`config.mk`:
```
export PLATFORM = sky130hd
export DESIGN_NAME = sysex_seven_bit_packetizer
export DESIGN_NICKNAME = d
export VERILOG_FILES = /design/src/hdl/sysex7_pkg.sv /design/src/hdl/sysex7_core.sv /design/src/hdl/sysex7_pkt_queue.sv /design/src/hdl/sysex7_cfg.sv /design/src/hdl/sysex_seven_bit_packetizer.sv
export VERILOG_INCLUDE_DIRS = /design/src /design/src/hdl
export SDC_FILE = /design/constraint.sdc
export NUM_CORES = 1
export LEC_CHECK = 0
export BUFFER_PORTS_ARGS = -buffer_cell sky130_fd_sc_hd__buf_2
export CORE_AREA = 4 4 152 95
export DETAILED_ROUTE_END_ITERATION = 6
export DIE_AREA = 0 0 156 99
export GPL_ROUTABILITY_DRIVEN = 0
export PLACE_DENSITY = 0.84
export SYNTH_ARGS = -nofsm -noshare
export SYNTH_HDL_FRONTEND = slang
export SYNTH_SLANG_ARGS = --single-unit
```
`constraint.sdc`:
```
create_clock -name clk -period 22.1 [get_ports clk]
set_clock_uncertainty 0.1 [all_clocks]
set_input_delay 1.105 -clock clk [delete_from_list [all_inputs] [get_ports clk]]
set_output_delay 1.105 -clock clk [all_outputs]
set_load 0.005 [all_outputs]
```
`src/hdl/sysex_seven_bit_packetizer_assert.svh`:
```
// Assertion macros for the SysEx seven-bit packetizer
`ifndef SYSEX_SEVEN_BIT_PACKETIZER_ASSERT_SVH
`define SYSEX_SEVEN_BIT_PACKETIZER_ASSERT_SVH

// check cons in the same cycle as ante
`define SX7_ASSERT_SAME(lbl, ante, cons, msg) \
  lbl: assert property (@(posedge clk) disable iff (!rst_n) (ante) |-> (cons)) \
    else $error(msg);

// check cons in the cycle after ante
`define SX7_ASSERT_NEXT(lbl, ante, cons, msg) \
  lbl: assert property (@(posedge clk) disable iff (!rst_n) (ante) |=> (cons)) \
    else $error(msg);

`endif

```
`src/hdl/sysex7_pkg.sv`:
```
// Types, constants and helpers shared by the SysEx seven-bit packetizer
package sysex7_pkg;

  localparam logic [7:0] START_BYTE = 8'hF0;
  localparam logic [7:0] END_BYTE   = 8'hF7;
  localparam logic [3:0] CODE_CONT  = 4'h4;
  localparam logic [3:0] CODE_END1  = 4'h5;
  localparam logic [3:0] CODE_END2  = 4'h6;
  localparam logic [3:0] CODE_END3  = 4'h7;
  localparam logic [6:0] SEVEN_MASK = 7'h7F;

  localparam logic [2:0] MAX_LEFT = 3'd6;
  localparam logic [1:0] MAX_HELD = 2'd2;

  typedef struct packed {
    logic       inm;
    logic [5:0] lb;
    logic [2:0] lc;
    logic [1:0] hc;
    logic [7:0] h0;
    logic [7:0] h1;
  } st_t;

  typedef struct packed {
    logic [7:0] header;
    logic [7:0] d0;
    logic [7:0] d1;
    logic [7:0] d2;
    logic       last;
  } pkt_t;

  typedef struct packed {
    logic [1:0] np;
    pkt_t       p0;
    pkt_t       p1;
  } core_res_t;

  function automatic logic [3:0] end_code(input logic [2:0] rem);
    logic [3:0] c;
    case (rem)
      3'd1:    c = CODE_END1;
      3'd2:    c = CODE_END2;
      default: c = CODE_END3;
    endcase
    return c;
  endfunction

  function automatic pkt_t mk_pkt(input logic [3:0] cable, input logic [3:0] code,
                                  input logic [7:0] b0, input logic [7:0] b1,
                                  input logic [7:0] b2, input logic lst);
    pkt_t p;
    p.header = {cable, code};
    p.d0     = b0;
    p.d1     = b1;
    p.d2     = b2;
    p.last   = lst;
    return p;
  endfunction

endpackage

```
`src/hdl/sysex7_core.sv`:
```
// Single-pass regrouping, framing and packet cutting for one payload byte
module sysex7_core (
  input  sysex7_pkg::st_t       st_i,
  input  logic [7:0]            pay_i,
  input  logic                  last_i,
  input  logic [3:0]            cable_i,
  output sysex7_pkg::st_t       st_o,
  output sysex7_pkg::core_res_t res_o
);

  logic [2:0]  bits;
  logic [5:0]  omask;
  logic [13:0] acc;
  logic        two_grp;
  logic [2:0]  rb;
  logic [5:0]  rmask;
  logic [5:0]  lb_n;
  logic [6:0]  g0;
  logic [6:0]  g1;
  logic [6:0]  pad;
  logic [2:0]  hcl;
  logic [7:0]  seq [8];
  logic [2:0]  n;

  always_comb begin
    bits    = (st_i.lc > sysex7_pkg::MAX_LEFT) ? sysex7_pkg::MAX_LEFT : st_i.lc;
    omask   = 6'((7'd1 << bits) - 7'd1);
    acc     = {st_i.lb & omask, pay_i};
    two_grp = (bits == sysex7_pkg::MAX_LEFT);
    if (two_grp) begin
      g0 = acc[13:7];
      g1 = acc[6:0];
      rb = 3'd0;
    end else begin
      g0 = 7'(acc >> (bits + 3'd1)) & sysex7_pkg::SEVEN_MASK;
      g1 = 7'd0;
      rb = bits + 3'd1;
    end
    rmask = 6'((7'd1 << rb) - 7'd1);
    lb_n  = pay_i[5:0] & rmask;
    pad   = 7'({1'b0, lb_n} << (3'd7 - rb)) & sysex7_pkg::SEVEN_MASK;
  end

  // build the framed byte sequence
  always_comb begin
    for (int i = 0; i < 8; i++) begin
      seq[i] = 8'd0;
    end
    n   = 3'd0;
    hcl = (st_i.hc > sysex7_pkg::MAX_HELD) ? {1'b0, sysex7_pkg::MAX_HELD} : {1'b0, st_i.hc};
    if (hcl >= 3'd1) begin
      seq[n] = st_i.h0;
      n      = n + 3'd1;
    end
    if (hcl >= 3'd2) begin
      seq[n] = st_i.h1;
      n      = n + 3'd1;
    end
    if (!st_i.inm) begin
      seq[n] = sysex7_pkg::START_BYTE;
      n      = n + 3'd1;
    end
    seq[n] = {1'b0, g0};
    n      = n + 3'd1;
    if (two_grp) begin
      seq[n] = {1'b0, g1};
      n      = n + 3'd1;
    end
    if (last_i) begin
      if (rb != 3'd0) begin
        seq[n] = {1'b0, pad};
        n      = n + 3'd1;
      end
      seq[n] = sysex7_pkg::END_BYTE;
      n      = n + 3'd1;
    end
  end

  // cut packets and advance state
  always_comb begin
    res_o.np = 2'd0;
    res_o.p0 = '0;
    res_o.p1 = '0;
    st_o     = st_i;
    if (last_i) begin
      if (n <= 3'd3) begin
        res_o.np = 2'd1;
        res_o.p0 = sysex7_pkg::mk_pkt(cable_i, sysex7_pkg::end_code(n),
                                      seq[0], seq[1], seq[2], 1'b1);
      end else begin
        res_o.np = 2'd2;
        res_o.p0 = sysex7_pkg::mk_pkt(cable_i, sysex7_pkg::CODE_CONT,
                                      seq[0], seq[1], seq[2], 1'b0);
        res_o.p1 = sysex7_pkg::mk_pkt(cable_i, sysex7_pkg::end_code(n - 3'd3),
                                      seq[3], seq[4], seq[5], 1'b1);
      end
      st_o.inm = 1'b0;
      st_o.lb  = 6'd0;
      st_o.lc  = 3'd0;
      st_o.hc  = 2'd0;
    end else begin
      if (n >= 3'd3) begin
        res_o.np = 2'd1;
        res_o.p0 = sysex7_pkg::mk_pkt(cable_i, sysex7_pkg::CODE_CONT,
                                      seq[0], seq[1], seq[2], 1'b1);
        st_o.hc  = 2'(n - 3'd3);
        st_o.h0  = seq[3];
        st_o.h1  = seq[4];
      end else begin
        st_o.hc = n[1:0];
        st_o.h0 = seq[0];
        st_o.h1 = seq[1];
      end
      st_o.inm = 1'b1;
      st_o.lb  = lb_n;
      st_o.lc  = two_grp ? 3'd0 : rb;
    end
  end

endmodule

```
`src/hdl/sysex7_pkt_queue.sv`:
```
// Two-entry result queue for USB-MIDI event packets
module sysex7_pkt_queue (
  input  logic              clk,
  input  logic              rst_n,
  input  logic              push_i,
  input  logic [1:0]        np_i,
  input  sysex7_pkg::pkt_t  p0_i,
  input  sysex7_pkg::pkt_t  p1_i,
  input  logic              ready_i,
  output logic              valid_o,
  output sysex7_pkg::pkt_t  head_o,
  output logic [1:0]        free_o
);

  logic [1:0]       cnt_r, cnt_nxt;
  sysex7_pkg::pkt_t slot0_r, slot0_nxt;
  sysex7_pkg::pkt_t slot1_r, slot1_nxt;
  logic             pop;
  logic [1:0]       cnt_p;

  assign valid_o = (cnt_r != 2'd0);
  assign head_o  = slot0_r;
  assign pop     = valid_o && ready_i;
  assign cnt_p   = cnt_r - {1'b0, pop};
  assign free_o  = 2'd2 - cnt_p;

  always_comb begin
    cnt_nxt   = cnt_p;
    slot0_nxt = pop ? slot1_r : slot0_r;
    slot1_nxt = slot1_r;
    if (push_i) begin
      case (cnt_p)
        2'd0: begin
          slot0_nxt = p0_i;
          slot1_nxt = p1_i;
          cnt_nxt   = np_i;
        end
        2'd1: begin
          slot1_nxt = p0_i;
          cnt_nxt   = 2'd1 + np_i;
        end
        default: begin
          cnt_nxt = cnt_p;
        end
      endcase
    end
  end

  always_ff @(posedge clk) begin
    if (!rst_n) begin
      cnt_r <= 2'd0;
    end else begin
      cnt_r <= cnt_nxt;
    end
  end

  always_ff @(posedge clk) begin
    slot0_r <= slot0_nxt;
    slot1_r <= slot1_nxt;
  end

endmodule

```
`src/hdl/sysex7_cfg.sv`:
```
// APB register bank holding the cable number
module sysex7_cfg (
  input  logic        clk,
  input  logic        rst_n,
  input  logic        psel,
  input  logic        penable,
  input  logic        pwrite,
  input  logic [2:0]  paddr,
  input  logic [31:0] pwdata,
  output logic [31:0] prdata,
  output logic        pready,
  output logic [3:0]  cable_o
);

  logic [3:0] cable_r, cable_nxt;
  logic       wr;

  assign pready  = 1'b1;
  assign wr      = psel && penable && pwrite && pready;
  assign cable_o = cable_r;
  assign prdata  = (paddr[2] == 1'b0) ? {28'd0, cable_r} : 32'd0;

  always_comb begin
    cable_nxt = cable_r;
    if (wr && (paddr[2] == 1'b0)) begin
      cable_nxt = pwdata[3:0];
    end
  end

  always_ff @(posedge clk) begin
    if (!rst_n) begin
      cable_r <= 4'd0;
    end else begin
      cable_r <= cable_nxt;
    end
  end

endmodule

```
`src/hdl/sysex_seven_bit_packetizer.sv`:
```
// Top level of the SysEx seven-bit packetizer
//
//   channel  direction  tdata                                  tlast
//   in_      slave      [7:0] payload_byte                     last_byte
//   out_     master     [7:0] packet_header, [15:8] data_first, last_of_run
//                       [23:16] data_second, [31:24] data_third
//   cfg_     APB        register 0 at byte address 0: cable_id [3:0]
//
// An item is held in the input register, then moves through the combinational packet
// logic into a two-entry result queue.
// A byte yields no packet or one packet; a closing byte may yield two packets,
// each sent as its own output transfer.
// The input register stalls while the queue lacks room for the item's packets.
// Synchronous active-low reset empties both stages; no clearing pass.
`include "sysex_seven_bit_packetizer_assert.svh"

module sysex_seven_bit_packetizer (
  input  logic        clk,
  input  logic        rst_n,
  input  logic        in_tvalid,
  output logic        in_tready,
  input  logic [7:0]  in_tdata,   // [7:0] payload_byte
  input  logic        in_tlast,
  output logic        out_tvalid,
  input  logic        out_tready,
  output logic [31:0] out_tdata,  // [7:0] header, [15:8] first, [23:16] second, [31:24] third
  output logic        out_tlast,
  input  logic        cfg_psel,
  input  logic        cfg_penable,
  input  logic        cfg_pwrite,
  input  logic [2:0]  cfg_paddr,
  input  logic [31:0] cfg_pwdata,
  output logic [31:0] cfg_prdata,
  output logic        cfg_pready
);

  logic                  a_valid_r, a_valid_nxt;
  logic [7:0]            a_pay_r;
  logic                  a_last_r;
  logic                  a_move;
  logic                  in_acc;
  sysex7_pkg::st_t       st_r, st_nxt;
  sysex7_pkg::core_res_t res;
  sysex7_pkg::pkt_t      head;
  logic [1:0]            q_free;
  logic [3:0]            cable;

  sysex7_cfg u_cfg (
    .clk     (clk),
    .rst_n   (rst_n),
    .psel    (cfg_psel),
    .penable (cfg_penable),
    .pwrite  (cfg_pwrite),
    .paddr   (cfg_paddr),
    .pwdata  (cfg_pwdata),
    .prdata  (cfg_prdata),
    .pready  (cfg_pready),
    .cable_o (cable)
  );

  sysex7_core u_core (
    .st_i    (st_r),
    .pay_i   (a_pay_r),
    .last_i  (a_last_r),
    .cable_i (cable),
    .st_o    (st_nxt),
    .res_o   (res)
  );

  sysex7_pkt_queue u_queue (
    .clk     (clk),
    .rst_n   (rst_n),
    .push_i  (a_move),
    .np_i    (res.np),
    .p0_i    (res.p0),
    .p1_i    (res.p1),
    .ready_i (out_tready),
    .valid_o (out_tvalid),
    .head_o  (head),
    .free_o  (q_free)
  );

  assign a_move    = a_valid_r && (res.np <= q_free);
  assign in_tready = !a_valid_r || a_move;
  assign in_acc    = in_tvalid && in_tready;
  assign out_tdata = {head.d2, head.d1, head.d0, head.header};
  assign out_tlast = head.last;

  always_comb begin
    a_valid_nxt = a_valid_r;
    if (in_acc) begin
      a_valid_nxt = 1'b1;
    end else if (a_move) begin
      a_valid_nxt = 1'b0;
    end
  end

  always_ff @(posedge clk) begin
    if (!rst_n) begin
      a_valid_r <= 1'b0;
    end else begin
      a_valid_r <= a_valid_nxt;
    end
  end

  always_ff @(posedge clk) begin
    if (in_acc) begin
      a_pay_r  <= in_tdata;
      a_last_r <= in_tlast;
    end
  end

  always_ff @(posedge clk) begin
    if (!rst_n) begin
      st_r.inm <= 1'b0;
      st_r.lb  <= 6'd0;
      st_r.lc  <= 3'd0;
      st_r.hc  <= 2'd0;
    end else if (a_move) begin
      st_r <= st_nxt;
    end
  end

  `SX7_ASSERT_NEXT(a_end_clears, a_move && a_last_r, (st_r.inm == 1'b0) && (st_r.lc == 3'd0) && (st_r.hc == 2'd0), "state not cleared after closing item")
  `SX7_ASSERT_SAME(a_state_range, 1'b1, (st_r.hc != 2'd3) && (st_r.lc <= 3'd6), "held or leftover count out of range")
  `SX7_ASSERT_SAME(a_close_emits, a_move && a_last_r, res.np != 2'd0, "closing item produced no packet")
  `SX7_ASSERT_SAME(a_mid_single, a_move && !a_last_r, res.np <= 2'd1, "mid-message item produced two packets")

endmodule

```
# --- Word-level counts from Yosys, hierarchy flattened ---
# Index checks and enable logic that the tools add are counted.
classes:
  bitwise_logic: 16
  n_lt_le_gt_ge: 19
  n_addsub: 14
  n_reduce_logical: 21
  mux: 54
  eq_ne: 6
  n_shift: 4
op_table:
  columns: ["op", "count"]
  rows:
  - ["2-to-1 mux 64 bit", 6]
  - ["bitwise mux 64 bit", 4]
  - ["2-to-1 mux 33 bit", 5]
  - ["demux 8 bit (select 3 bit)", 6]
  - ["2-to-1 mux 35 bit", 2]
  - ["case mux 33 bit (2 select lines)", 1]
  - ["2-to-1 mux 8 bit", 7]
  - ["OR 56 bit", 1]
  - ["2-to-1 mux 34 bit", 1]
  - ["AND 32 bit", 1]
  - ["inverter 32 bit", 1]
  - ["OR 32 bit", 1]
  - ["2-to-1 mux 3 bit", 9]
  - ["greater-or-equal comparator 4 bit, second input constant", 6]
  - ["< comparator 4 x 1 -> 1 bit, second input constant", 6]
  - ["inverter 3 -> 4 bit", 5]
  - ["adder 3 x 1 -> 3 bit, second input constant", 6]
  - ["2-to-1 mux 18 bit", 1]
  - ["2-to-1 mux 7 bit", 2]
  - [">> shifter 14 x 3 -> 7 bit", 1]
  - ["AND 6 bit", 2]
  - ["logical AND 1 bit", 12]
  - ["2-to-1 mux 12 bit", 1]
  - ["case mux 2 bit (2 select lines)", 3]
  - ["other kinds (33)", 44]
word_totals:
  inputBits: 51
  regBits: 110
  elab_cells: 155
  output_inout_bits: 68

# --- Depth between registers and ports, before layout ---
# Gate-level depths: netlist of the first run.
depth:
  word_depth: 29
  depth_mapped: 35

# --- Modules after synthesis ---
# Synthesis of the first run repeated with hierarchy kept, for this count alone.
hier_totals:
  hier_cells: 1000
  hier_area_um2: 8468.1
by_module_without_submodules:
  columns: ["module", "cells_each", "instances", "area_each_um2"]
  rows:
  - ["sysex7_core", 582, 1, 3674.8]
  - ["sysex7_pkt_queue", 272, 1, 2991.6]
  - ["sysex_seven_bit_packetizer", 92, 1, 1372.6]
  - ["sysex7_cfg", 54, 1, 429.2]

# --- Least setup slack after synthesis of the first run ---
# Ideal clock, no wire load.
synth_path:
  path_type: "register to register"
  startpoint: "reg st_r[20] (netlist name)"
  endpoint: "reg u_queue.slot1_r[0] (netlist name) (enable)"
  t_arrival_ns: 7.187
  stages_incl_launch_ff: 30
  period_less_slack_ns: 7.721
  setup_slack_ns: 14.379
  path_cell_list: "dfxtp_1 > ha_1 > buf_4 > clkbuf_1 > clkbuf_1 > clkbuf_1 > or2_2 > ha_1 > buf_2 > o21ai_1 > buf_2 > or3_1 > nand2_1 > inv_1 > ha_1 > nor2b_1 > a21oi_1 > inv_1 > ha_1 > xnor2_1 > nor2_1 > xnor2_1 > ha_1 > inv_1 > nand2_1 > a21o_1 > inv_2 > ha_1 > a31o_2 > a21oi_1"
synth_via:
  elab_chain_cells: 15
  word_cells_on_any_way: 20
  classes_between: "add/sub (3); order compare (4); eq/ne (1); mux (9); reduce/logical (3)"
synth_rtl:
  columns: ["element", "line_no", "source"]
  rows:
  - ["start: declaration", "sysex_seven_bit_packetizer.sv:42", "sysex7_pkg::st_t st_r, st_nxt;"]
  - ["start signal: assignment", "sysex_seven_bit_packetizer.sv:120", "st_r <= st_nxt;"]
  - ["> comparator 3 bit", "sysex7_core.sv:26", "bits = (st_i.lc > sysex7_pkg::MAX_LEFT) ? sysex7_pkg::MAX_LEFT : st_i.lc;"]
  - ["2-to-1 mux 3 bit *", "sysex7_core.sv:26", null]
  - ["equality test 3 bit or adder 3 x 1 -> 3 bit (tied branches)", "sysex7_core.sv:29, sysex7_core.sv:37", null]
  - ["2-to-1 mux 3 bit, on equally long branches", "sysex7_core.sv:65, sysex7_core.sv:30", null]
  - ["adder 3 x 1 -> 3 bit or nonzero test 3 bit (tied branches)", "sysex7_core.sv:72, sysex7_core.sv:70", null]
  - ["2-to-1 mux 3 bit", "sysex7_core.sv:70", "if (rb != 3'd0) begin"]
  - ["2-to-1 mux 3 bit", "sysex7_core.sv:69", "if (last_i) begin"]
  - ["adder 3 x 1 -> 3 bit", "sysex7_core.sv:75", "n = n + 3'd1;"]
  - ["2-to-1 mux 3 bit *", "sysex7_core.sv:69", null]
  - ["greater-or-equal comparator 3 x 2 -> 1 bit or <= comparator 3 x 2 -> 1 bit (tied branches)", "sysex7_core.sv:102, sysex7_core.sv:86", null]
  - ["2-to-1 mux 34 bit or 2-to-1 mux 35 bit (tied branches)", "sysex7_core.sv:102, sysex7_core.sv:86", null]
  - ["2-to-1 mux 35 bit *", "sysex7_core.sv:85", "if (last_i) begin"]
  - ["<= comparator 2 bit *", "sysex_seven_bit_packetizer.sv:83", "assign a_move = a_valid_r && (res.np <= q_free);"]
  - ["logical AND 1 bit *", "sysex_seven_bit_packetizer.sv:83", null]
  - ["AND reduction 2 bit (no source line) *", null, null]
  - ["end signal: assignment", "sysex7_pkt_queue.sv:59", "slot1_r <= slot1_nxt;"]
  - ["end: declaration", "sysex7_pkt_queue.sv:17", "sysex7_pkg::pkt_t slot1_r, slot1_nxt;"]
# Mark *: on every way between the ends. The rest lies on a longest branch, timed or not. The select of a mux whose other input is x is not followed.
# A chain may end at the register's enable or synchronous reset.

# --- Worst setup path in the final report of the first run ---
layout_path:
  startpoint: "reg st_r[20] (netlist name)"
  endpoint: "reg st_r[4] (netlist name) (enable)"
layout_via:
  elab_chain_cells: 15
  word_cells_on_any_way: 20
  classes_between: "add/sub (3); order compare (4); eq/ne (1); mux (9); reduce/logical (3)"
layout_rtl:
  columns: ["element", "line_no"]
  rows:
  - ["> comparator 3 bit", "sysex7_core.sv:26"]
  - ["2-to-1 mux 3 bit *", "sysex7_core.sv:26"]
  - ["equality test 3 bit or adder 3 x 1 -> 3 bit (tied branches)", "sysex7_core.sv:29, sysex7_core.sv:37"]
  - ["2-to-1 mux 3 bit, on equally long branches", "sysex7_core.sv:65, sysex7_core.sv:30"]
  - ["adder 3 x 1 -> 3 bit or nonzero test 3 bit (tied branches)", "sysex7_core.sv:72, sysex7_core.sv:70"]
  - ["2-to-1 mux 3 bit", "sysex7_core.sv:70"]
  - ["2-to-1 mux 3 bit", "sysex7_core.sv:69"]
  - ["adder 3 x 1 -> 3 bit", "sysex7_core.sv:75"]
  - ["2-to-1 mux 3 bit *", "sysex7_core.sv:69"]
  - ["greater-or-equal comparator 3 x 2 -> 1 bit or <= comparator 3 x 2 -> 1 bit (tied branches)", "sysex7_core.sv:102, sysex7_core.sv:86"]
  - ["2-to-1 mux 34 bit or 2-to-1 mux 35 bit (tied branches)", "sysex7_core.sv:102, sysex7_core.sv:86"]
  - ["2-to-1 mux 35 bit *", "sysex7_core.sv:85"]
  - ["<= comparator 2 bit *", "sysex_seven_bit_packetizer.sv:83"]
  - ["logical AND 1 bit *", "sysex_seven_bit_packetizer.sv:83"]
  - ["AND reduction 3 bit (no source line) *", null]
# Marks and branches as above.

==> metrics.txt, run 1 <==
Post-synth EDFFs=57; cts repair resizes=0; simple-gate area share of the yosys netlist=~21%; Synth-to-Final Area Change=5.737%; CTS Buf Count=9; final setup TNS=0 ns; largest family of logic cells by synthesized area=compound AO/OA/AOI/OAI gates; first-pass GRT wire length=around 39 mm; Slowest cell on crit path=nor2_2; design area=0.008532 mm^2; Crit Path Class=reg2reg; Clk pin slew, worst setup/hold paths=0.08 ns; Core ar.=~0.013 mm^2; status=complete, but fails checks; GR Util met2=between 40% and 50%; Vias=just under 8000; total track usage=31.18%; Worst Hold Depth=2; final core utilization=between 60% and 70%; grt total ovfl=0; critical path peak fanout=38; clk_lat worst skew=0.37 ns; unrepaired setup endpoints after global routing=no; # Post-CTS Setup Buffers=0; die height=99 um; busiest grt layer=met1; drt wl/cell=between 20 and 25 um; Compound-Gate Fraction of Synth Area=~26%; Cell variety after synth=95; worst reg2reg path depth=25; Hold Path Class=reg2reg; crit path from=st_r[20]; vias per cell=between 6 and 7; max-slew violations=0; Max Freq=0.1026 GHz; vias in the first global route=7041; Worst R2R Start=st_r[20]; sequential area share after synthesis=about a third; row count=32; reg-to-reg setup timing slack=approximately 12 ns; reg2reg end=st_r[4]; hold buffer count at cts=0; post-route ant nets=0; XOR/XNOR share of the synthesized area=between 2 and 2.5%; initial antenna violation count=0; Post-Synth Adder-Cell Area=between 3 and 4%; Nets=between 1000 and 1500; failing checks=design-rule violations; ys async rst share=0%; hold wc startpoint=u_queue.head_o[28]; DRT iter0 DRCs=~1500; Setup violations, final=0; Fin. Hold Viols=0; startpoint types=register; critical path capture point type=register; CP Buf/Inv Count=5; Critical Path RT=~22 ns; met1 usage=roughly 46%; CTS root buf=clkbuf_16; antenna diode count=0; DRT Pass-1 Iters=7; worst hold endpoint=u_queue.head_o[28]; CTS max path bufs=2; CP most frequent cell=ha_1; commonest non-fill, non-tap cell in the layout=nand2_1; Initial Utilization=approximately 63%; number of synthesized register bits=around 110; port bufs=59; max capacitance violation total=0; layout cells sized above 1=~14%; io pins=around 120; Worst-Margin Slew=between 1 and 1.5 ns; Mapped Area=0.008069 mm^2; Crit path max-delay family=simple AND/OR/NAND/NOR gates; largest net degree at the start of global routing=between 60 and 70; most frequent cells in the layout=nand2_1 (101), nor2_1 (66), buf_2 (59); DRC=a little under 200; die area=approximately 0.015 mm^2; Synth warnings=0; mux share of post-synthesis cell area=5.768%; Avg Synthesized Cell Area=~8.5 um^2; H-tree depth=3; worst slack at placement=~13 ns; DRT Wirelength=roughly 24 mm; Most used DFF post-synth=edfxtp_1; CTS tree=done; met3 Usage GRT=a little under an eighth; synthesized netlist cell count=952; CP Depth=25; die width=about 160 um; Critical Path Max Stage Delay=1.04 ns; final worst path period share=approximately 44%; DP Wirelength=roughly 17 mm; min Tclk post-route=about 10 ns; Placement Cell Area=0.008235 mm^2; Slew headroom=19.48%; CTS Sinks=approximately 110; WP data arrival=9.63 ns; worst setup margin=around 12 ns
[flip-flops by register name, summed over array words and instances (netlist names)]
signal,count
a_last_r,1
a_pay_r,8
a_valid_r,1
st_r,28
u_cfg.cable_o,4
u_queue.cnt_r,2
u_queue.head_o,33
u_queue.slot1_r,32
[synth_stat cells, types with 25 or more instances]
cell,n,area (um^2)
nor3_1,25,125.1
nand3_1,39,195.2
mux2i_1,33,330.3
nand2_1,101,379.1
buf_4,33,247.7
edfxtp_1,57,1712
o21ai_0,57,285.3
clkbuf_1,41,153.9
dfxtp_1,52,1041
inv_1,25,93.84
a21oi_1,58,290.3
nor2_1,67,251.5
[worst max path at each step]
stage | end
finish | st_r[4]
global route | st_r[7]
CTS | st_r[7]
detailed placement | st_r[14]
global placement | st_r[12]
floorplan | u_queue.slot1_r[0]
[metrics by stage]
stage,hold WS (ns),cells
6_report,0.3268,1135
5_1_grt,0.3758,1135
4_1_cts,0.3286,1135
3_5_place_dp,0.3167,1119
3_3_place_gp,0.3162,1119
2_1_floorplan,0.3261,979
[logic make-up (layout without fill, tap and decap cells)]
family          Yosys count  count (layout)
compound gates          300             300
buf+inv                 130             116
mux                      40              40
simple gates            334             334
fa+ha+maj                21              21
flops                   109             109
other cells               2              29
xor+xnor                 16              16
[layer usage]
layer	wire length, um	part of all wire, %
met5	0	0
met4	623	2.6
met3	3896	16
met2	9674	40
met1	10070	42
[tightest hold or removal path, cell delays in order (launching register included)]
cell,delay [ns]
dfxtp_1,0.31
nand2_1,0.05
nor2_1,0.03
[layout make-up]
cell class	count	area, um^2
flip-flops and latches	109	2753
inverters	31	117.6
fillers	1076	4320
repair buffers	69	370.4
clock buffers	10	229.0
clock inverters	6	67.56
well taps	170	212.7
multi-input cells	740	4782
Power of run 1 is left out: the tool's default activity adds up to more than one toggle a clock period on the data nets, which glitch-free logic cannot reach.
==> run 2, diff against run 1 <==
--- a/config.mk
+++ b/config.mk
@@ -7,11 +7,11 @@
 export NUM_CORES = 1
 export LEC_CHECK = 0
 export BUFFER_PORTS_ARGS = -buffer_cell sky130_fd_sc_hd__buf_2
-export CORE_AREA = 4 4 152 95
+export CORE_AREA = 4 4 165 103
 export DETAILED_ROUTE_END_ITERATION = 6
-export DIE_AREA = 0 0 156 99
+export DIE_AREA = 0 0 169 107
 export GPL_ROUTABILITY_DRIVEN = 0
-export PLACE_DENSITY = 0.84
+export PLACE_DENSITY = 0.75
 export SYNTH_ARGS = -nofsm -noshare
 export SYNTH_HDL_FRONTEND = slang
 export SYNTH_SLANG_ARGS = --single-unit
==> constraint.sdc (replaced) <==
create_clock -name clk -period 8.5 [get_ports clk]
set_clock_uncertainty 0.1 [all_clocks]
set_input_delay 0.425 -clock clk [delete_from_list [all_inputs] [get_ports clk]]
set_output_delay 0.425 -clock clk [all_outputs]
set_load 0.005 [all_outputs]
==> run 2 against run 1 <==
Against the previous run:
- the flow still finishes with violations (design-rule violations)
- worst hold slack got worse by 0.19 ns
- via count decreased by 1.8%
- critical path depth increased by 1
- largest cell class unchanged
- highest routed layer unchanged
==> metrics.txt, run 2 (synthesis gave the netlist of run 1 again) <==
layout cells sized above 1=14.87%; drt wl/cell=around 21 um; Core ar.=~0.015 mm^2; port bufs=a little under 60; DP Wirelength=between 15 and 20 mm; worst slack at placement=between 1 and 1.5 ns; DRT iter0 DRCs=1305; max capacitance violation total=0; worst setup margin=a little over 1 ns; critical path peak fanout=35; cts repair resizes=0; row count=35; most frequent cells in the layout=nand2_1 (101), nor2_1 (67), buf_2 (59); Clk pin slew, worst setup/hold paths=roughly 0.080 ns; grt total ovfl=0; Vias=approximately 7700; initial antenna violation count=0; Critical Path RT=8.67 ns; failing checks=design-rule violations; Inst Count DP=approximately 1200; Largest register FFs=33; vias in the first global route=6901; clk_lat worst skew=between 0.3 and 0.4 ns; min Tclk post-route=7.480 ns; Slowest cell on crit path=dfxtp_1; reg-to-reg setup timing slack=1.02 ns; unrepaired setup endpoints after global routing=no; Critical Path Max Stage Delay=between 0.7 and 0.8 ns; CTS max path bufs=2; die width=roughly 170 um; die area=~0.018 mm^2; Initial Utilization=approximately 53%; CTS Sinks=approximately 110; H-tree depth=3; CTS tree=done; first-pass GRT wire length=a little under 40 mm; max-slew violations=0; critical path capture point type=register; antenna diode count=0; Max Freq=around 0.13 GHz; Worst-Margin Slew=approximately 1.3 ns; Layout fillers=~1300; CP most frequent cell=ha_1; DRT Wirelength=24.89 mm; io pins=between 100 and 150; Synth-to-Final Area Change=7.164%; status=complete, but fails checks; Layout Cells excl Fill=between 1000 and 1500; area of the multi-input gates=about 0.0048 mm^2; Slew headroom=a little over an eighth; final worst path period share=~88%; startpoint types=register; CTS root buf=clkbuf_16; WP data arrival=roughly 7.7 ns; DRC=1; Fin. Hold Viols=0; post-route ant nets=0; # Post-CTS Setup Buffers=0; worst reg2reg path depth=26; total track usage=between 20% and 30%; Setup violations, final=0; commonest non-fill, non-tap cell in the layout=nand2_1; DRT Pass-1 Iters=7; largest net degree at the start of global routing=45; Crit Path Class=reg2reg; vias per cell=between 6 and 7; final core utilization=approximately 57%; register area=between 0.002 and 0.003 mm^2; Worst Hold Depth=1; hold buffer count at cts=0; Hold Path Class=in2reg; Nets=between 1000 and 1500; CTS Buf Count=9; final setup TNS=0 ns; die height=about 110 um
## run 2: per-layer routing
metal  GRT usage (%)  vias to the layer above  part of all wire [%]
met5               0                        -                     0
li1                -                     3508                     -
met4           6.433                        0                   2.1
met3           9.138                       66                    15
met2           36.65                      523                    39
met1           40.97                     3590                    44
## run 2: final timing paths
check                                   startpoint                  to
worst max-delay path                      st_r[27]  u_queue.head_o[23]
worst min register to register  u_queue.head_o[28]  u_queue.head_o[28]
worst max register to register            st_r[27]  u_queue.head_o[23]
worst min-delay path                   in_tdata[4]          a_pay_r[4]
## run 2: final cells by class
class | instances | share of cell area [%]
Sequential cell | 109 | 31.83
Inverter | 31 | 1.360
Clock inverter | 7 | 0.8392
Tap cell | 203 | 2.937
Multi-Input combinational cell | 740 | 55.27
Clock buffer | 9 | 2.605
Timing Repair Buffer | 79 | 5.151
## run 2: critical path, delay by kind of cell (launching register included)
| kind | cells | cell delay [ns] |
|---|---|---|
| AND/OR/NAND/NOR | 10 | 2.57 |
| adder cells (fa/ha/maj) | 5 | 1.76 |
| buffers and inverters | 4 | 0.49 |
| XOR/XNOR | 2 | 0.66 |
| flip-flops | 1 | 0.78 |
| AO/OA/AOI/OAI | 5 | 1.00 |
## run 2: stage by stage
stage                     hold WS (ns)  cell area (um^2)
after floorplan                 0.3261              8170
after global placement          0.3129              8349
after detailed placement        0.3217              8349
after CTS                       0.1316              8647
after global routing            0.1278              8647
final                           0.1350              8647
Power of run 2 is left out for the same reason.
